===== src/sv/sdh_pkg.sv =====
`timescale 1ns / 1ps
`default_nettype none
package sdh_pkg;

    localparam int BLOCK_BYTES = 512;
    localparam int BLOCK_SHIFT = $clog2(BLOCK_BYTES);
    localparam int TRAIN_BYTES = 10;

    // Request codes
    localparam logic [1:0] REQ_CARD_BYTE = 2'd0;
    localparam logic [1:0] REQ_INIT      = 2'd1;
    localparam logic [1:0] REQ_READ      = 2'd2;
    localparam logic [1:0] REQ_WRITE     = 2'd3;

    // Status codes
    localparam logic [2:0] ST_OK          = 3'd0;
    localparam logic [2:0] ST_PARAM_ERR   = 3'd1;
    localparam logic [2:0] ST_NOT_READY   = 3'd2;
    localparam logic [2:0] ST_ERROR       = 3'd3;
    localparam logic [2:0] ST_INIT_FAILED = 3'd4;

    // Configuration register indexes
    localparam logic [1:0] CFG_READY_LIMIT = 2'd0;
    localparam logic [1:0] CFG_RESP_LIMIT  = 2'd1;
    localparam logic [1:0] CFG_TOKEN_LIMIT = 2'd2;
    localparam logic [1:0] CFG_INIT_LIMIT  = 2'd3;

    // Command numbers
    localparam logic [5:0] CMD_GO_IDLE  = 6'd0;
    localparam logic [5:0] CMD_IF_COND  = 6'd8;
    localparam logic [5:0] CMD_READ     = 6'd17;
    localparam logic [5:0] CMD_WRITE    = 6'd24;
    localparam logic [5:0] CMD_OP_COND  = 6'd41;
    localparam logic [5:0] CMD_APP      = 6'd55;
    localparam logic [5:0] CMD_READ_OCR = 6'd58;

    localparam logic [7:0]  BYTE_IDLE   = 8'hFF;
    localparam logic [7:0]  BYTE_TOKEN  = 8'hFE;
    localparam logic [7:0]  CRC_CMD0    = 8'h95;
    localparam logic [7:0]  CRC_CMD8    = 8'h87;
    localparam logic [7:0]  CRC_DUMMY   = 8'h01;
    localparam logic [7:0]  CMD_START   = 8'h40;
    localparam logic [4:0]  DRESP_MASKED_OK = 5'h05;
    localparam logic [31:0] ARG_IF_COND = 32'h0000_01AA;
    localparam logic [31:0] ARG_HCS     = 32'h4000_0000;

    typedef enum logic [4:0] {
        PH_IDLE, PH_TRAIN, PH_CMD_DESEL, PH_CMD_READY, PH_CMD_FRAME, PH_CMD_RESP,
        PH_CMD_FAIL, PH_R7, PH_OCR, PH_RD_TOKEN, PH_RD_DATA, PH_RD_CRC,
        PH_WR_GAP, PH_WR_DATA, PH_WR_CRC, PH_WR_RESP, PH_WR_BUSY
    } phase_t;

    typedef struct packed {
        logic [1:0]  req_type;
        logic [7:0]  drive;
        logic [31:0] sector;
        logic [15:0] sector_count;
        logic [7:0]  miso_byte;
        logic [7:0]  payload_byte;
    } in_item_t;

    typedef struct packed {
        logic       spi_valid;
        logic [7:0] mosi_byte;
        logic       select_low;
        logic       read_valid;
        logic [7:0] read_byte;
        logic       payload_request;
        logic [8:0] payload_index;
        logic       done_res;
        logic [2:0] status;
        logic       high_capacity;
        logic       initialized;
    } result_t;

    typedef struct packed {
        logic        valid;
        logic [1:0]  index;
        logic [15:0] data;
    } cfg_write_t;

    // Build a six-byte command frame with its fixed CRC
    function automatic logic [47:0] make_frame(input logic [5:0] cmd, input logic [31:0] arg);
        logic [7:0] crc;
        crc = CRC_DUMMY;
        if (cmd == CMD_GO_IDLE) crc = CRC_CMD0;
        if (cmd == CMD_IF_COND) crc = CRC_CMD8;
        return {CMD_START | {2'b00, cmd}, arg, crc};
    endfunction

endpackage
`default_nettype wire


===== src/sv/sdh_in_stage.sv =====
`timescale 1ns / 1ps
`default_nettype none
module sdh_in_stage (
    input  wire logic              clk,
    input  wire logic              rst_n,
    input  wire logic              in_valid,
    output logic                   in_stall,
    input  wire sdh_pkg::in_item_t in_item,
    input  wire logic              advance,
    output logic                   item_valid,
    output sdh_pkg::in_item_t      item
);
    import sdh_pkg::*;

    logic     valid_reg;
    in_item_t item_reg;

    // Hold the request while the sequencer cannot take it
    assign in_stall   = valid_reg && !advance;
    assign item_valid = valid_reg;
    assign item       = item_reg;

    always_ff @(posedge clk or negedge rst_n)
    begin
        if (!rst_n)
        begin
            valid_reg <= 1'b0;
        end
        else if (!in_stall)
        begin
            valid_reg <= in_valid;
        end
    end

    always_ff @(posedge clk)
    begin
        if (!in_stall && in_valid)
        begin
            item_reg <= in_item;
        end
    end
endmodule
`default_nettype wire


===== src/sv/sdh_seq.sv =====
`timescale 1ns / 1ps
`default_nettype none
module sdh_seq (
    input  wire logic                clk,
    input  wire logic                rst_n,
    input  wire sdh_pkg::cfg_write_t cfg,
    input  wire logic                fire,
    input  wire sdh_pkg::in_item_t   item,
    output sdh_pkg::result_t         res
);
    import sdh_pkg::*;

    logic [15:0] ready_limit_reg, token_limit_reg, init_limit_reg;
    logic [7:0]  resp_limit_reg;

    phase_t      phase_reg, phase_next;
    logic [47:0] frame_reg, frame_next;
    logic [15:0] retry_reg, retry_next;
    logic [15:0] attempts_reg, attempts_next;
    logic [9:0]  count_reg, count_next;
    logic [15:0] left_reg, left_next;
    logic [31:0] cur_sector_reg, cur_sector_next;
    logic        hc_reg, hc_next;
    logic        ready_reg, ready_next;
    logic        v2_reg, v2_next;
    logic [5:0]  pend_reg, pend_next;
    logic        cs_reg, cs_next;

    logic        do_dispatch, do_acmd, do_start, do_issue;
    logic [7:0]  resp;
    logic [5:0]  issue_cmd;
    logic [31:0] issue_arg;
    logic [31:0] sector_addr;
    logic [9:0]  count_inc;
    logic [5:0]  frame_cmd;

    // Write configuration registers
    always_ff @(posedge clk or negedge rst_n)
    begin
        if (!rst_n)
        begin
            ready_limit_reg <= 16'd500;
            resp_limit_reg  <= 8'd10;
            token_limit_reg <= 16'd10000;
            init_limit_reg  <= 16'd1000;
        end
        else if (cfg.valid)
        begin
            case (cfg.index)
                CFG_READY_LIMIT: ready_limit_reg <= cfg.data;
                CFG_RESP_LIMIT:  resp_limit_reg  <= cfg.data[7:0];
                CFG_TOKEN_LIMIT: token_limit_reg <= cfg.data;
                default:         init_limit_reg  <= cfg.data;
            endcase
        end
    end

    assign frame_cmd = frame_reg[45:40];
    assign count_inc = count_reg + 10'd1;

    // Compute next state and the result for one item
    always_comb
    begin
        phase_next      = phase_reg;
        frame_next      = frame_reg;
        retry_next      = retry_reg;
        attempts_next   = attempts_reg;
        count_next      = count_reg;
        left_next       = left_reg;
        cur_sector_next = cur_sector_reg;
        hc_next         = hc_reg;
        ready_next      = ready_reg;
        v2_next         = v2_reg;
        pend_next       = pend_reg;
        cs_next         = cs_reg;
        do_dispatch     = 1'b0;
        do_acmd         = 1'b0;
        do_start        = 1'b0;
        do_issue        = 1'b0;
        resp            = BYTE_IDLE;
        issue_cmd       = CMD_GO_IDLE;
        issue_arg       = 32'd0;
        sector_addr     = 32'd0;
        res             = '0;

        if (item.req_type != REQ_CARD_BYTE)
        begin
            // Start a new request, dropping any running sequence
            if (item.drive != 8'd0 ||
                (item.req_type != REQ_INIT && item.sector_count == 16'd0))
            begin
                res.done_res = 1'b1;
                res.status   = ST_PARAM_ERR;
                phase_next   = PH_IDLE;
            end
            else if (item.req_type == REQ_INIT)
            begin
                res.spi_valid = 1'b1;
                res.mosi_byte = BYTE_IDLE;
                cs_next       = 1'b0;
                count_next    = 10'd1;
                phase_next    = PH_TRAIN;
            end
            else if (!ready_reg)
            begin
                res.done_res = 1'b1;
                res.status   = ST_NOT_READY;
                phase_next   = PH_IDLE;
            end
            else
            begin
                left_next       = item.sector_count;
                cur_sector_next = item.sector;
                do_issue        = 1'b1;
                issue_cmd       = (item.req_type == REQ_READ) ? CMD_READ : CMD_WRITE;
                sector_addr     = item.sector;
            end
        end
        else
        begin
            unique case (phase_reg) inside
                PH_TRAIN:
                begin
                    if (count_reg < 10'(TRAIN_BYTES + 1))
                    begin
                        res.spi_valid = 1'b1;
                        res.mosi_byte = BYTE_IDLE;
                        cs_next       = 1'b0;
                        count_next    = count_inc;
                    end
                    else
                    begin
                        do_issue  = 1'b1;
                        issue_cmd = CMD_GO_IDLE;
                    end
                end
                PH_CMD_DESEL:
                begin
                    res.spi_valid = 1'b1;
                    res.mosi_byte = BYTE_IDLE;
                    cs_next       = 1'b1;
                    retry_next    = 16'd1;
                    phase_next    = PH_CMD_READY;
                end
                PH_CMD_READY:
                begin
                    res.spi_valid = 1'b1;
                    if (item.miso_byte == BYTE_IDLE)
                    begin
                        res.mosi_byte = frame_reg[47:40];
                        cs_next       = 1'b1;
                        count_next    = 10'd1;
                        phase_next    = PH_CMD_FRAME;
                    end
                    else if (retry_reg >= ready_limit_reg)
                    begin
                        res.mosi_byte = BYTE_IDLE;
                        cs_next       = 1'b0;
                        phase_next    = PH_CMD_FAIL;
                    end
                    else
                    begin
                        res.mosi_byte = BYTE_IDLE;
                        cs_next       = 1'b1;
                        retry_next    = retry_reg + 16'd1;
                    end
                end
                PH_CMD_FRAME:
                begin
                    res.spi_valid = 1'b1;
                    cs_next       = 1'b1;
                    if (count_reg < 10'd6)
                    begin
                        case (count_reg[2:0])
                            3'd1:    res.mosi_byte = frame_reg[39:32];
                            3'd2:    res.mosi_byte = frame_reg[31:24];
                            3'd3:    res.mosi_byte = frame_reg[23:16];
                            3'd4:    res.mosi_byte = frame_reg[15:8];
                            3'd5:    res.mosi_byte = frame_reg[7:0];
                            default: res.mosi_byte = frame_reg[47:40];
                        endcase
                        count_next = count_inc;
                    end
                    else
                    begin
                        res.mosi_byte = BYTE_IDLE;
                        retry_next    = 16'd1;
                        phase_next    = PH_CMD_RESP;
                    end
                end
                PH_CMD_RESP:
                begin
                    if (!item.miso_byte[7])
                    begin
                        do_dispatch = 1'b1;
                        resp        = item.miso_byte;
                    end
                    else if (retry_reg >= {8'd0, resp_limit_reg})
                    begin
                        do_dispatch = 1'b1;
                    end
                    else
                    begin
                        retry_next    = retry_reg + 16'd1;
                        res.spi_valid = 1'b1;
                        res.mosi_byte = BYTE_IDLE;
                        cs_next       = 1'b1;
                    end
                end
                PH_CMD_FAIL:
                begin
                    do_dispatch = 1'b1;
                end
                PH_R7:
                begin
                    if (count_reg < 10'd4)
                    begin
                        res.spi_valid = 1'b1;
                        res.mosi_byte = BYTE_IDLE;
                        cs_next       = 1'b1;
                        count_next    = count_inc;
                    end
                    else
                    begin
                        do_start = 1'b1;
                    end
                end
                PH_OCR:
                begin
                    if (count_reg == 10'd1)
                    begin
                        hc_next = item.miso_byte[6];
                    end
                    if (count_reg < 10'd4)
                    begin
                        res.spi_valid = 1'b1;
                        res.mosi_byte = BYTE_IDLE;
                        cs_next       = 1'b1;
                        count_next    = count_inc;
                    end
                    else
                    begin
                        ready_next   = 1'b1;
                        res.done_res = 1'b1;
                        res.status   = ST_OK;
                        phase_next   = PH_IDLE;
                    end
                end
                PH_RD_TOKEN:
                begin
                    if (item.miso_byte == BYTE_TOKEN)
                    begin
                        res.spi_valid = 1'b1;
                        res.mosi_byte = BYTE_IDLE;
                        cs_next       = 1'b1;
                        count_next    = 10'd0;
                        phase_next    = PH_RD_DATA;
                    end
                    else if (retry_reg >= token_limit_reg)
                    begin
                        res.done_res = 1'b1;
                        res.status   = ST_ERROR;
                        phase_next   = PH_IDLE;
                    end
                    else
                    begin
                        retry_next    = retry_reg + 16'd1;
                        res.spi_valid = 1'b1;
                        res.mosi_byte = BYTE_IDLE;
                        cs_next       = 1'b1;
                    end
                end
                PH_RD_DATA:
                begin
                    res.read_valid = 1'b1;
                    res.read_byte  = item.miso_byte;
                    res.spi_valid  = 1'b1;
                    res.mosi_byte  = BYTE_IDLE;
                    cs_next        = 1'b1;
                    count_next     = count_inc;
                    if (count_inc >= 10'(BLOCK_BYTES))
                    begin
                        count_next = 10'd1;
                        phase_next = PH_RD_CRC;
                    end
                end
                PH_RD_CRC, PH_WR_BUSY:
                begin
                    if (phase_reg == PH_RD_CRC ? (count_reg < 10'd2)
                                               : (item.miso_byte == 8'd0))
                    begin
                        res.spi_valid = 1'b1;
                        res.mosi_byte = BYTE_IDLE;
                        cs_next       = 1'b1;
                        if (phase_reg == PH_RD_CRC)
                        begin
                            count_next = count_inc;
                        end
                    end
                    else
                    begin
                        // Advance to the next sector or close the request
                        cur_sector_next = cur_sector_reg + 32'd1;
                        left_next       = left_reg - 16'd1;
                        if (left_next == 16'd0)
                        begin
                            res.done_res = 1'b1;
                            res.status   = ST_OK;
                            phase_next   = PH_IDLE;
                        end
                        else
                        begin
                            do_issue    = 1'b1;
                            issue_cmd   = frame_cmd;
                            sector_addr = cur_sector_next;
                        end
                    end
                end
                PH_WR_GAP:
                begin
                    res.spi_valid       = 1'b1;
                    res.mosi_byte       = BYTE_TOKEN;
                    cs_next             = 1'b1;
                    res.payload_request = 1'b1;
                    res.payload_index   = 9'd0;
                    count_next          = 10'd0;
                    phase_next          = PH_WR_DATA;
                end
                PH_WR_DATA:
                begin
                    res.spi_valid = 1'b1;
                    cs_next       = 1'b1;
                    if (count_reg < 10'(BLOCK_BYTES))
                    begin
                        res.mosi_byte = item.payload_byte;
                        count_next    = count_inc;
                        if (count_inc < 10'(BLOCK_BYTES))
                        begin
                            res.payload_request = 1'b1;
                            res.payload_index   = count_inc[8:0];
                        end
                    end
                    else
                    begin
                        res.mosi_byte = BYTE_IDLE;
                        count_next    = 10'd1;
                        phase_next    = PH_WR_CRC;
                    end
                end
                PH_WR_CRC:
                begin
                    res.spi_valid = 1'b1;
                    res.mosi_byte = BYTE_IDLE;
                    cs_next       = 1'b1;
                    if (count_reg < 10'd2)
                    begin
                        count_next = count_inc;
                    end
                    else
                    begin
                        phase_next = PH_WR_RESP;
                    end
                end
                PH_WR_RESP:
                begin
                    if (item.miso_byte[4:0] != DRESP_MASKED_OK)
                    begin
                        res.done_res = 1'b1;
                        res.status   = ST_ERROR;
                        phase_next   = PH_IDLE;
                    end
                    else
                    begin
                        res.spi_valid = 1'b1;
                        res.mosi_byte = BYTE_IDLE;
                        cs_next       = 1'b1;
                        phase_next    = PH_WR_BUSY;
                    end
                end
                default:
                begin
                    phase_next = PH_IDLE;
                end
            endcase
        end

        // Act on a command response
        if (do_dispatch)
        begin
            case (frame_cmd) inside
                CMD_GO_IDLE:
                begin
                    if (resp != 8'd1)
                    begin
                        res.done_res = 1'b1;
                        res.status   = ST_INIT_FAILED;
                        phase_next   = PH_IDLE;
                    end
                    else
                    begin
                        do_issue  = 1'b1;
                        issue_cmd = CMD_IF_COND;
                        issue_arg = ARG_IF_COND;
                    end
                end
                CMD_IF_COND:
                begin
                    attempts_next = 16'd0;
                    if (resp == 8'd1)
                    begin
                        v2_next       = 1'b1;
                        res.spi_valid = 1'b1;
                        res.mosi_byte = BYTE_IDLE;
                        cs_next       = 1'b1;
                        count_next    = 10'd1;
                        phase_next    = PH_R7;
                    end
                    else
                    begin
                        v2_next  = 1'b0;
                        do_start = 1'b1;
                    end
                end
                CMD_APP:
                begin
                    if (resp > 8'd1)
                    begin
                        do_acmd = 1'b1;
                    end
                    else
                    begin
                        do_issue  = 1'b1;
                        issue_cmd = pend_reg;
                        issue_arg = v2_reg ? ARG_HCS : 32'd0;
                    end
                end
                CMD_OP_COND:
                begin
                    do_acmd = 1'b1;
                end
                CMD_READ_OCR, CMD_READ, CMD_WRITE:
                begin
                    if (resp != 8'd0)
                    begin
                        res.done_res = 1'b1;
                        res.status   = (frame_cmd == CMD_READ_OCR) ? ST_INIT_FAILED
                                                                   : ST_ERROR;
                        phase_next   = PH_IDLE;
                    end
                    else
                    begin
                        res.spi_valid = 1'b1;
                        res.mosi_byte = BYTE_IDLE;
                        cs_next       = 1'b1;
                        if (frame_cmd == CMD_READ_OCR)
                        begin
                            count_next = 10'd1;
                            phase_next = PH_OCR;
                        end
                        else if (frame_cmd == CMD_READ)
                        begin
                            retry_next = 16'd1;
                            phase_next = PH_RD_TOKEN;
                        end
                        else
                        begin
                            phase_next = PH_WR_GAP;
                        end
                    end
                end
                default:
                begin
                    res.done_res = 1'b1;
                    res.status   = ST_ERROR;
                    phase_next   = PH_IDLE;
                end
            endcase
        end

        // Count an ACMD41 attempt
        if (do_acmd)
        begin
            attempts_next = attempts_reg + 16'd1;
            if (resp == 8'd0)
            begin
                if (v2_reg)
                begin
                    do_issue  = 1'b1;
                    issue_cmd = CMD_READ_OCR;
                end
                else
                begin
                    hc_next      = 1'b0;
                    ready_next   = 1'b1;
                    res.done_res = 1'b1;
                    res.status   = ST_OK;
                    phase_next   = PH_IDLE;
                end
            end
            else if (attempts_next >= init_limit_reg)
            begin
                res.done_res = 1'b1;
                res.status   = ST_INIT_FAILED;
                phase_next   = PH_IDLE;
            end
            else
            begin
                do_start = 1'b1;
            end
        end

        // Open an app command with CMD55
        if (do_start)
        begin
            pend_next = CMD_OP_COND;
            do_issue  = 1'b1;
            issue_cmd = CMD_APP;
            issue_arg = 32'd0;
        end

        // Load a command frame and send the deselect byte
        if (do_issue)
        begin
            if (issue_cmd == CMD_READ || issue_cmd == CMD_WRITE)
            begin
                issue_arg = hc_reg ? sector_addr : (sector_addr << BLOCK_SHIFT);
            end
            frame_next    = make_frame(issue_cmd, issue_arg);
            res.spi_valid = 1'b1;
            res.mosi_byte = BYTE_IDLE;
            cs_next       = 1'b0;
            phase_next    = PH_CMD_DESEL;
        end

        res.select_low    = cs_next;
        res.high_capacity = hc_next;
        res.initialized   = ready_next;
    end

    // Update sequencer state on each accepted item
    always_ff @(posedge clk or negedge rst_n)
    begin
        if (!rst_n)
        begin
            phase_reg      <= PH_IDLE;
            frame_reg      <= '0;
            retry_reg      <= '0;
            attempts_reg   <= '0;
            count_reg      <= '0;
            left_reg       <= '0;
            cur_sector_reg <= '0;
            hc_reg         <= 1'b0;
            ready_reg      <= 1'b0;
            v2_reg         <= 1'b0;
            pend_reg       <= '0;
            cs_reg         <= 1'b0;
        end
        else if (fire)
        begin
            phase_reg      <= phase_next;
            frame_reg      <= frame_next;
            retry_reg      <= retry_next;
            attempts_reg   <= attempts_next;
            count_reg      <= count_next;
            left_reg       <= left_next;
            cur_sector_reg <= cur_sector_next;
            hc_reg         <= hc_next;
            ready_reg      <= ready_next;
            v2_reg         <= v2_next;
            pend_reg       <= pend_next;
            cs_reg         <= cs_next;
        end
    end
endmodule
`default_nettype wire


===== src/sv/sdh_out_stage.sv =====
`timescale 1ns / 1ps
`default_nettype none
module sdh_out_stage (
    input  wire logic             clk,
    input  wire logic             rst_n,
    input  wire logic             item_valid,
    input  wire sdh_pkg::result_t res_in,
    input  wire logic             out_stall,
    output logic                  advance,
    output logic                  out_valid,
    output sdh_pkg::result_t      res_out
);
    import sdh_pkg::*;

    logic    valid_reg;
    result_t res_reg;

    // Free the slot when empty or when the result is taken
    assign advance   = !valid_reg || !out_stall;
    assign out_valid = valid_reg;
    assign res_out   = res_reg;

    always_ff @(posedge clk or negedge rst_n)
    begin
        if (!rst_n)
        begin
            valid_reg <= 1'b0;
        end
        else if (advance)
        begin
            valid_reg <= item_valid;
        end
    end

    always_ff @(posedge clk)
    begin
        if (advance && item_valid)
        begin
            res_reg <= res_in;
        end
    end
endmodule
`default_nettype wire


===== src/sv/sd_spi_block_host.sv =====
// SD card SPI-mode host sequencer, at most one SPI byte exchange per request.
// Each accepted request passes the input register, then the result register.
// Throughput: one request per cycle when unstalled; next-byte decision is combinational.
// Reset (rst_n low, asynchronous): sequencer idle, flags cleared, select high, limits default.
`timescale 1ns / 1ps
`default_nettype none
module sd_spi_block_host (
    input  wire logic        clk,
    input  wire logic        rst_n,
    input  wire logic        cfg_valid,
    output logic             cfg_ready,
    input  wire logic [1:0]  cfg_index,
    input  wire logic [15:0] cfg_data,
    input  wire logic        in_valid,
    output logic             in_stall,
    input  wire logic [1:0]  req_type,
    input  wire logic [7:0]  drive,
    input  wire logic [31:0] sector,
    input  wire logic [15:0] sector_count,
    input  wire logic [7:0]  miso_byte,
    input  wire logic [7:0]  payload_byte,
    output logic             out_valid,
    input  wire logic        out_stall,
    output logic             spi_valid,
    output logic [7:0]       mosi_byte,
    output logic             select_low,
    output logic             read_valid,
    output logic [7:0]       read_byte,
    output logic             payload_request,
    output logic [8:0]       payload_index,
    output logic             done_res,
    output logic [2:0]       status,
    output logic             high_capacity,
    output logic             initialized
);
    import sdh_pkg::*;

    in_item_t   in_item, item;
    cfg_write_t cfg;
    result_t    res_comb, res_out;
    logic       item_valid, advance;

    assign cfg_ready = 1'b1;
    assign cfg       = '{valid: cfg_valid, index: cfg_index, data: cfg_data};
    assign in_item   = '{req_type: req_type, drive: drive, sector: sector,
                         sector_count: sector_count, miso_byte: miso_byte,
                         payload_byte: payload_byte};

    sdh_in_stage u_in (
        .clk        (clk),
        .rst_n      (rst_n),
        .in_valid   (in_valid),
        .in_stall   (in_stall),
        .in_item    (in_item),
        .advance    (advance),
        .item_valid (item_valid),
        .item       (item)
    );

    sdh_seq u_seq (
        .clk   (clk),
        .rst_n (rst_n),
        .cfg   (cfg),
        .fire  (item_valid && advance),
        .item  (item),
        .res   (res_comb)
    );

    sdh_out_stage u_out (
        .clk        (clk),
        .rst_n      (rst_n),
        .item_valid (item_valid),
        .res_in     (res_comb),
        .out_stall  (out_stall),
        .advance    (advance),
        .out_valid  (out_valid),
        .res_out    (res_out)
    );

    // Drive the result ports
    assign spi_valid       = res_out.spi_valid;
    assign mosi_byte       = res_out.mosi_byte;
    assign select_low      = res_out.select_low;
    assign read_valid      = res_out.read_valid;
    assign read_byte       = res_out.read_byte;
    assign payload_request = res_out.payload_request;
    assign payload_index   = res_out.payload_index;
    assign done_res        = res_out.done_res;
    assign status          = res_out.status;
    assign high_capacity   = res_out.high_capacity;
    assign initialized     = res_out.initialized;
endmodule
`default_nettype wire


===== config.mk =====
export PLATFORM = sky130hd
export DESIGN_NAME = sd_spi_block_host
export DESIGN_NICKNAME = d
export VERILOG_FILES = /design/src/sv/sdh_pkg.sv /design/src/sv/sdh_in_stage.sv /design/src/sv/sdh_seq.sv /design/src/sv/sdh_out_stage.sv /design/src/sv/sd_spi_block_host.sv
export SDC_FILE = /design/constraint.sdc
export NUM_CORES = 1
export LEC_CHECK = 0
export BUFFER_PORTS_ARGS = -buffer_cell sky130_fd_sc_hd__buf_2
export CAP_MARGIN = 20
export CORE_ASPECT_RATIO = 0.5
export CORE_UTILIZATION = 60
export CTS_CLUSTER_SIZE = 10
export DETAILED_ROUTE_END_ITERATION = 10
export PLACE_DENSITY = 0.8
export SLEW_MARGIN = 20
export SYNTH_ARGS = -nofsm -noshare
export SYNTH_HDL_FRONTEND = slang
export SYNTH_HIERARCHICAL = 1
export SYNTH_SLANG_ARGS = --single-unit

===== constraint.sdc =====
create_clock -name clk -period 8.44 [get_ports clk]
set_clock_uncertainty 0.05 [all_clocks]
set_input_delay 0.422 -clock clk [delete_from_list [all_inputs] [get_ports clk]]
set_output_delay 0.422 -clock clk [all_outputs]
set_load 0.1 [all_outputs]

; ---- After elaboration in Yosys (flattened, before gate mapping)
; Cells that the tools add are included.
[word_totals]
reg_bits = 314
word_cells = 399
output_inout_bits = 38
in_bits = 97
[classes]
n_reduce_logical = 41
n_bitwise = 3
n_mux = 257
magnitude_cmp = 12
addsub = 5
eq_ne = 46
[op_table]
columns = cell, count
row1 = 32-bit 2-to-1 mux, 21
row2 = 16-bit 2-to-1 mux, 27
row3 = 10-bit 2-to-1 mux, 24
row4 = 9-bit 2-to-1 mux, 21
row5 = 5-bit 2-to-1 mux, 31
row6 = 6-bit 2-to-1 mux, 17
row7 = 10-bit case mux with 10 select lines, 1
row8 = 9-bit case mux with 11 select lines, 1
row9 = 4-bit 2-to-1 mux, 23
row10 = 16-bit case mux with 5 select lines, 1
row11 = 1-bit 2-to-1 mux, 72
row12 = 8-bit 2-to-1 mux, 8
row13 = 5-bit case mux with 12 select lines, 1
row14 = 16-bit greater-or-equal comparator, 3
row15 = 5-bit by 4-bit == test with 1-bit output (second input constant), 8
row16 = 8-bit case mux with 5 select lines, 1
row17 = 16-bit by 1-bit adder with 16-bit output (second input constant), 2
row18 = 32-bit by 1-bit adder with 32-bit output (second input constant), 1
row19 = 16-bit logical NOT, 2
row20 = 31-bit 2-to-1 mux, 1
row21 = 6-bit by 5-bit == test with 1-bit output (second input constant), 4
row22 = 5-bit by 3-bit == test with 1-bit output (second input constant), 4
row23 = 10-bit < comparator (second input constant), 2
row24 = 10-bit by 3-bit < comparator with 1-bit output (second input constant), 2
row25 = 45 further kinds, 86

; ---- Logic depth before layout (Yosys ltp)
; Gate-level depths: netlist of run 1.
[depth]
depth_word = 18
depth_mapped = 19
mapped_depth_nobuf = 17

; ---- Hierarchy
; The synthesis of run 1 kept the hierarchy.
[by_module_without_submodules]
columns = module, cells_each, area_each_um2, instances, seq_area_each_um2
row1 = sdh_seq, 1798, 14621.5, 1, 4978.5
row2 = sdh_in_stage, 79, 2279.7, 1, 2247.2
row3 = sdh_out_stage, 39, 1098.6, 1, 1076.0
row4 = sd_spi_block_host, 3, 17.5, 1, 0.0

; ---- Worst setup path before layout of run 1
; No wires, ideal clock.
[synth_path]
path_type = reg-to-reg
startpoint = register u_seq.attempts_reg[0]
endpoint = register u_out.res_reg (netlist bit u_out/res_out[25]), data pin
period_less_slack_ps = 4020
required_ps = 8139
arrival_ps = 3719
path_buffers = 2
setup_time_ps = 251
path_stages_with_launch = 19
path_slack_ps = 4420
cell_sequence = dfrtp_1 ha_1 nand3_1 nor2_1 and3_1 and3_1 nand3_1 xnor2_1 ha_1 and4_1 a21oi_1 o211a_1 o41ai_1 o32ai_1 a2bb2oi_1 or3_1 clkbuf_1 a21oi_1 buf_4
[synth_via]
elab_chain_cells = 7
[synth_rtl]
columns = element, line_no
row1 = "start, declared", sdh_seq.sv:19  ; logic [15:0] attempts_reg, attempts_next;
row2 = "start signal, assigned", sdh_seq.sv:563  ; attempts_reg <= attempts_next;
row3 = 16-bit by 1-bit adder with 16-bit output, sdh_seq.sv:483  ; attempts_next = attempts_reg + 16'd1;
row4 = 16-bit greater-or-equal comparator, sdh_seq.sv:500  ; else if (attempts_next >= init_limit_reg)
row5 = 1-bit 2-to-1 mux, sdh_seq.sv:500
row6 = 1-bit 2-to-1 mux, sdh_seq.sv:484  ; if (resp == 8'd0)
row7 = 1-bit 2-to-1 mux, sdh_seq.sv:481  ; if (do_acmd)
row8 = 1-bit 2-to-1 mux, sdh_seq.sv:513  ; if (do_start)
row9 = 1-bit 2-to-1 mux, sdh_seq.sv:522  ; if (do_issue)
row10 = net u_seq.cs_next, sdh_seq.sv:27  ; logic cs_reg, cs_next;
row11 = "end signal, assigned", sdh_out_stage.sv:39  ; res_reg <= res_in;
row12 = "end, declared", sdh_out_stage.sv:16  ; result_t res_reg;
; The timed path passes the listed nets, and every way through them passes these cells.
; A chain may end at the register's enable or synchronous reset.

; ---- Worst setup path in the final report of run 1
[layout_path]
startpoint = register u_seq.attempts_reg[0]
endpoint = register u_seq.frame_reg[38]
[layout_via]
elab_chain_cells = 9
word_cells_on_any_way = 13
cone_classes = 1 x add/sub / 1 x order compare / 2 x eq/ne / 7 x mux / 2 x reduce/logical
[layout_rtl]
columns = element, line_no
row1 = 16-bit by 1-bit adder with 16-bit output (*), sdh_seq.sv:483
row2 = 16-bit greater-or-equal comparator (*), sdh_seq.sv:500
row3 = 1-bit 2-to-1 mux (*), sdh_seq.sv:500
row4 = 1-bit 2-to-1 mux (*), sdh_seq.sv:484
row5 = 1-bit 2-to-1 mux (*), sdh_seq.sv:481
row6 = 6-bit 2-to-1 mux, sdh_seq.sv:513
row7 = 6-bit by 5-bit == test with 1-bit output, sdh_seq.sv:524  ; if (issue_cmd == CMD_READ || issue_cmd == CMD_WRITE)
row8 = 1-bit logical OR, sdh_seq.sv:524
row9 = 32-bit 2-to-1 mux, sdh_seq.sv:524
row10 = "end signal, assigned", sdh_seq.sv:561  ; frame_reg <= frame_next;
row11 = "end, declared", sdh_seq.sv:17  ; logic [47:0] frame_reg, frame_next;
; Every way passes the cells marked *; elsewhere a longest branch is shown, timed or not.

==> out/qor.yml, run 1 <==
ys.flop_type: "dfrtp_1"
r2r_slack_ns: 2.90
status: "finished, violations left"
drc: 8
cts_root_buf: "clkbuf_16"
antenna_found_initial: 1
cts_resized: 0
num_vias: 15660
clkLatencyLatePin_ns: 0.54
crit_slowest_cell: "o41ai_1"
wl_met3_um: 4080
path_cells: "ha_1 > nand3_1 > nor2_1 > and3_1 > and3_1 > nand3_1 > xnor2_1 > ha_1 > and4_1 > nand2_1 > o41ai_1 > o32ai_1 > a2bb2oi_1 > o31ai_4 > buf_4 > mux2i_1 > o31ai_2"
hp-class: "input pin to register"
die_area_um2: 30800
setup.worst_path.end: "u_seq/frame_reg[38]"
yosysTopAreaCell: "dfrtp_1"
finalHoldViolations: 0
critical-path-top-delay-family: "compound AO/OA/AOI/OAI gates"
grt-ovfl-total: 0
syn_area_um2: 18000
cts_setup_buffers: 0
clkPwrFrac_pct: 38.5
wirelength_um: 50300
pwr-share-seq_pct: 47.9
p_leak_nw: 8.44
grt.total_usage_pct: 32.7
cts_tree: "yes"
yosys_warnings: 6
htree_levels: 2
ys_seq_area_share_pct: 46.1
rows: 44
utilization_pct: 68.8
drtIter0Drc: 1939
worstSetupStartpointType: "register"
ys_ff_latch: 309
synthToLayoutAreaGrowth_pct: 11.6
initial_utilization_pct: 61.6
route.met2.wl_um: 23200
end_kind: "register"
firstDrtPassIters: 11
power_w: 0.00365
cp_max_fo: 69
ys_types: 94
netSwitchingFraction_pct: 27.7
netlist.area_leader.share_pct: 25.1
crit_type: "register to register"
final.min_clock_period_ns: 5.54
cts_sinks: 309
via_per_inst: 6.41
p_int_w: 0.00264
clk_pin_slew_worst_paths_ns: 0.06
grt_pass1_vias: 14624
hold_ws_ns: 0.0157
cp_num_cells: 17
grt_max_degree: 87
cap_violations: 0
setup_tns_ns: 0
final_nets: 2192
place_area_um2: 18900
largest_reg_flops: 74
synth_area_leaders: "dfrtp_1, edfxtp_1, ha_1"
antennaDiodeCount: 0
cp.required_ns: 8.78
die-height_um: 125
r2r_cells: 17
drive_above_1_share_pct: 14.4
rr_startpoint: "u_seq/attempts_reg[0]"
worstPathArrival_ns: 5.89
antenna_left: 0
clk_path_buf_depth: 3
avgSynthCellArea_um2: 9.39
comb_power_share_pct: 13.5
wire_per_inst_um: 20.6
tightest_slew_ns: 1.26
power.switching_w: 0.00101
core_um2: 29200
r2r-end: "u_seq/frame_reg[38]"
slew_viol_final: 0
routedLengthMet1_um: 21300
highest-signal-layer: "met4"
rsz0062_at_grt: "false"
io_buffer_count: 133
max_freq_mhz: 180
peakVddDrop_v: 0.000153
violations: "DRC"
p_per_area_nw_per_um2: 182
design.portCount: 135
stdcell_area_um2: 20100
period_share_pct: 65.7
grt_pass1_wl_um: 79200
place_congestion: 1.04
async_flop_share_pct: 64.7
finalSetupViolCount: 0
slew_headroom_pct: 14.6
worst_path_largest_cell_delay_ns: 1.11
synth-edff-count: 109
synth_cells: 1919
hpwl_um: 35500
worstPathBufferInverterCount: 1
syn_nets: 2085
chipWidth_um: 247
cp-startpoint: "u_seq/attempts_reg[0]"
hp-start: "sector[6]"
cts_buffers: 36
==> cell families after synthesis <==
kind of cell,count (synthesis),synth area share (%)
compound gates,552,20.1
xor+xnor,56,2.83
fa+ha+maj,69,4.79
buf+inv,191,4.29
flops,309,46.1
mux,58,3.52
other cells,1,0.0208
simple gates,683,18.4
==> cell type report <==
cell class                      instances  area [µm²]
Tap cell                              391         489
Clock buffer                           61         995
Multi-Input combinational cell       1419        8980
Fill cell                            2301        9120
Inverter                               94         353
Clock inverter                          2        25.0
Sequential cell                       309        8300
Timing Repair Buffer                  166         970
==> Yosys cell counts, types with 7 or more instances <==
| master | n |
|---|---|
| xor2_1 | 28 |
| ha_1 | 69 |
| dfrtp_1 | 181 |
| buf_1 | 7 |
| a31oi_1 | 17 |
| o31ai_1 | 7 |
| a22oi_1 | 16 |
| nand2_1 | 228 |
| nand3b_1 | 8 |
| and2_1 | 16 |
| a22o_1 | 8 |
| dfstp_2 | 19 |
| o31ai_2 | 20 |
| or3_1 | 9 |
| nand3_1 | 72 |
| o21ai_0 | 169 |
| nand4_1 | 31 |
| nor2b_1 | 11 |
| nor3b_1 | 10 |
| mux2i_1 | 15 |
| o22ai_1 | 20 |
| o32ai_1 | 9 |
| mux2_2 | 43 |
| a211oi_1 | 10 |
| a21oi_1 | 118 |
| nand2b_1 | 17 |
| a221oi_1 | 9 |
| nor3_1 | 43 |
| a211o_1 | 9 |
| o21a_1 | 7 |
| clkbuf_1 | 75 |
| o21ai_1 | 21 |
| and3_1 | 28 |
| edfxtp_1 | 109 |
| inv_1 | 91 |
| a21o_1 | 27 |
| xnor2_1 | 27 |
| o211ai_1 | 16 |
| nor2_1 | 150 |
| nor4_1 | 21 |
==> layout by cell type, fill, tap and decap left out, types with 10 or more instances in the layout <==
cell,n
nor4_1,21
buf_2,132
nand2b_1,17
a22oi_1,16
edfxtp_1,109
ha_1,69
mux2_2,43
dlygate4sd3_1,19
clkbuf_1,25
and2_1,16
nor3_1,43
mux2i_1,15
xnor2_1,27
o31ai_2,20
a31oi_1,17
o22ai_1,20
and3_1,28
nand4_1,31
nand2_1,228
inv_1,91
buf_4,14
nand3_1,72
xor2_1,28
o21ai_0,169
nor2_1,148
a21oi_1,118
dfrtp_1,181
a211oi_1,10
a21o_1,27
clkbuf_16,36
o21ai_1,20
nor2b_1,11
dfstp_2,19
o211ai_1,16
==> repair_timing <==
| item | in CTS | in global routing |
|---|---|---|
| setup endpoints to repair | 0 | 0 |
| hold buffers | 15 | 4 |
| endpoints found under the hold margin | 74 | 4 |
==> worst min path at each step <==
stage / to / slack [ns] / depth (start not counted)
floorplan: u_in/item_valid / 0.08 / 0
global route: u_in/item[43] / 0.0006 / 1
global placement: u_seq/frame_reg[32] / 0.42 / 2
CTS: u_in/item[1] / 0.0002 / 1
detailed placement: u_seq/attempts_reg[15] / 0.43 / 2
finish: u_in/item[38] / 0.02 / 1
==> stage by stage <==
step | cells | worst slack, ns
2_1_floorplan | 1919 | 4.42
3_3_place_gp | 2360 | 3.28
3_5_place_dp | 2360 | 3.13
4_1_cts | 2438 | 3.12
5_1_grt | 2442 | 2.72
6_report | 2442 | 2.90
==> metal layers <==
metal | vias up | track usage [%]
met4 | 0 | 11.3
met2 | 732 | 51.3
met3 | 114 | 5.99
met5 | - | 0
li1 | 7261 | -
met1 | 7553 | 45.7
==> power groups by stage <==
stage / sequential, W / combinational (W) / clock [W]
4_1_cts: 0.00175 / 0.000489 / 0.00143
2_1_floorplan: 0.00184 / 0.000260 / 0
5_1_grt: 0.00176 / 0.000535 / 0.00149
6_report: 0.00175 / 0.000494 / 0.00141
3_3_place_gp: 0.00177 / 0.000466 / 0
3_5_place_dp: 0.00178 / 0.000480 / 0
==> worst reg2reg max path: stages, from the launching register on <==
cell       delay, ns
dfrtp_1         0.42
ha_1            0.22
nand3_1         0.12
nor2_1          0.27
and3_1          0.23
and3_1          0.23
nand3_1         0.11
xnor2_1         0.17
ha_1            0.30
and4_1          0.21
nand2_1         0.08
o41ai_1         1.11
o32ai_1         0.25
a2bb2oi_1       0.28
o31ai_4         0.30
buf_4           0.66
mux2i_1         0.32
o31ai_2         0.09
Note: power is estimated with default switching activity, not from simulation.
==> run 2: changes to the inputs <==
--- a/config.mk
+++ b/config.mk
@@ -8,10 +8,10 @@
 export BUFFER_PORTS_ARGS = -buffer_cell sky130_fd_sc_hd__buf_2
 export CAP_MARGIN = 20
 export CORE_ASPECT_RATIO = 0.5
-export CORE_UTILIZATION = 60
+export CORE_UTILIZATION = 55
 export CTS_CLUSTER_SIZE = 10
 export DETAILED_ROUTE_END_ITERATION = 10
-export PLACE_DENSITY = 0.8
+export PLACE_DENSITY = 0.77
 export SLEW_MARGIN = 20
 export SYNTH_ARGS = -nofsm -noshare
 export SYNTH_HDL_FRONTEND = slang
==> constraint.sdc (replaced) <==
create_clock -name clk -period 4.75 [get_ports clk]
set_clock_uncertainty 0.05 [all_clocks]
set_input_delay 0.2375 -clock clk [delete_from_list [all_inputs] [get_ports clk]]
set_output_delay 0.2375 -clock clk [all_outputs]
set_load 0.1 [all_outputs]
==> run 2 against run 1 <==
Against the previous run: count of clock-buffer cells in the layout is 1 lower; first-iteration DRC count decreased by 13%; critical endpoint is now u_seq/frame_reg[18]; largest power group unchanged; the run now ends clean; non-clock buffer count increased by 101; fmax rose by 28%; clock power is 77% higher; critical path type unchanged; die area grew 9.0%; sequential power grew 79%; final area grew 5.1%; global-route usage decreased by 0.90 points; register-to-register slack got worse by 2.5 ns.
==> out/qor.yml, run 2 (same netlist as run 1, synthesis figures left out) <==
die-height_um: 130  # +4.4%
grt_pass1_wl_um: 83700  # +5.7%
place_congestion: 1.02  # -2.2%
holdPathStages: 5  # +4
highest-signal-layer: "met4"
grt.total_usage_pct: 31.8  # -0.90 points
wl_met3_um: 4480  # +9.8%
final_nets: 2293  # +4.6%
cp.required_ns: 5.14  # -3.64 ns
worstPathArrival_ns: 4.73  # -1.16 ns
p_per_area_nw_per_um2: 310  # +70%
seq_area_um2: 8300  # unchanged
cap_violations: 0  # unchanged
cts_buffers: 36  # unchanged
die_area_um2: 33500  # +9.0%
max_freq_mhz: 230  # +28%
finalSetupViolCount: 0  # unchanged
clk_path_buf_depth: 3  # unchanged
crit_slowest_cell: "o31ai_4"
peakVddDrop_v: 0.000254  # +66%
final.min_clock_period_ns: 4.35  # -1.20 ns
power_w: 0.00655  # +79%
hp-start: "cfg_index[1]"
status: "completed"
rr_startpoint: "u_seq/attempts_reg[0]"
path_cells: "ha_1 > nand3_1 > nor2_1 > and3_1 > and3_1 > nand3_1 > xnor2_1 > ha_1 > and4_1 > nand2_1 > o41ai_1 > buf_4 > o32ai_1 > a2bb2oi_2 > o31ai_4 > buf_12 > nand2_1 > o31ai_2"
final_cell_mix: "nand2_1, dfrtp_1, o21ai_0, nor2_1, buf_2"
core_um2: 31900  # +9.3%
hold_end: "u_seq/ready_limit_reg[6]"
drive_above_1_share_pct: 15.1  # +0.63 points
cts_tree: "yes"
rows: 46  # +4.5%
drtIter0Drc: 1696  # -13%
antenna_found_initial: 0  # -1
crit_type: "register to register"
rsz0062_at_grt: "false"
hpwl_um: 36700  # +3.4%
drc: 0  # -8
grt_max_degree: 122  # +40%
cts_sinks: 309  # unchanged
slew_viol_final: 0  # unchanged
hp-class: "input pin to register"
r2r_cells: 18  # +1
cts_root_buf: "clkbuf_16"
antenna_left: 0  # unchanged
grt_pass1_vias: 15490  # +5.9%
initial_utilization_pct: 56.4  # -5.2 points
tightest_slew_ns: 1.03  # -0.234 ns
slew_headroom_pct: 30.4  # +16 points
nFillCells: 2566  # +12%
worstSetupStartpointType: "register"
antennaDiodeCount: 0  # unchanged
multiInputGateArea_um2: 8990  # about the same
synthToLayoutAreaGrowth_pct: 17.4
firstDrtPassIters: 6  # -5
clk_pin_slew_worst_paths_ns: 0.06  # about the same
route.met2.wl_um: 24300  # +4.7%
finalHoldViolations: 0  # unchanged
grt-ovfl-total: 0  # unchanged
design.portCount: 135  # unchanged
setup_tns_ns: 0  # unchanged
largest_reg_flops: 74  # unchanged
wirelength_um: 53000  # +5.3%
r2r_slack_ns: 0.40  # -2.49 ns
r2r-end: "u_seq/frame_reg[18]"
wire_per_inst_um: 20.5  # -0.43%
end_kind: "register"
layout_commonest_cell: "nand2_1"
num_vias: 16102  # +2.8%
clkLatencyLatePin_ns: 0.54  # about the same
p_leak_nw: 8.91  # +5.6%
worst_path_largest_cell_delay_ns: 0.59  # -0.52 ns
cp_max_fo: 38  # -45%
htree_levels: 2  # unchanged
cts_setup_buffers: 0  # unchanged
routedLengthMet1_um: 22200  # +4.2%
io_buffer_count: 133  # unchanged
via_per_inst: 6.23  # -2.8%
chipWidth_um: 258  # +4.4%
period_share_pct: 91.5  # +26 points
-- run 2: timing repair --
| item | 4_1_cts | 5_1_grt |
|---|---|---|
| hold buffers | 93 | 0 |
| setup endpoints to repair | 0 | 3 |
| gates resized for setup | 0 | 1 |
| endpoints found under the hold margin | 193 | 0 |
-- run 2: area by class of cell --
class | count | share of cell area, %
timing repair buffer | 267 | 9.22
tap | 432 | 2.56
sequential | 309 | 39.3
clock inverter | 2 | 0.118
inverter | 94 | 1.67
multi-input combinational | 1419 | 42.5
clock buffer | 60 | 4.69
-- run 2: layer usage --
layer | vias to the layer above | global-route usage, %
li1 | 7458 | -
met4 | 0 | 12.3
met5 | - | 0
met3 | 151 | 5.81
met2 | 765 | 52.1
met1 | 7728 | 42.5
-- run 2: worst max-delay path by stage --
stage                          startpoint             endpoint  slack (ns)  cells after the start
global route        u_seq/attempts_reg[0]  u_seq/frame_reg[45]        0.06                     19
global placement    u_seq/attempts_reg[0]  u_seq/frame_reg[44]        0.47                     18
finish              u_seq/attempts_reg[0]  u_seq/frame_reg[18]        0.40                     18
floorplan           u_seq/attempts_reg[0]    u_out/res_out[25]        0.73                     18
CTS                 u_seq/attempts_reg[0]  u_seq/frame_reg[45]        0.30                     18
detailed placement  u_seq/attempts_reg[0]  u_seq/frame_reg[45]        0.31                     18
-- run 2: critical path, delay by kind of cell (launching register included) --
family | cells | cell delay (ns)
AO/OA/AOI/OAI | 5 | 1.41
XOR/XNOR | 1 | 0.16
adder cells (fa/ha/maj) | 2 | 0.50
buffers and inverters | 2 | 0.50
flip-flops | 1 | 0.43
AND/OR/NAND/NOR | 8 | 1.21
-- run 2: power by group --
part	total (W)	internal (W)	switching, W
sequential	0.00313	0.00298	0.000141
combinational	0.000927	0.000333	0.000594
clock	0.00250	0.00142	0.00108
-- run 2: per-stage QoR --
step	setup WS, ns	instance area [µm²]	util, %	cells	hold slack [ns]
3_3_place_gp	0.474	19200	60.1	2428	0.270
6_report	0.404	21100	66.2	2583	0.230
2_1_floorplan	0.730	18000	-	1919	-0.108
4_1_cts	0.303	21100	66.2	2583	0.213
5_1_grt	0.0612	21100	66.2	2583	0.258
3_5_place_dp	0.307	19200	60.1	2428	0.275
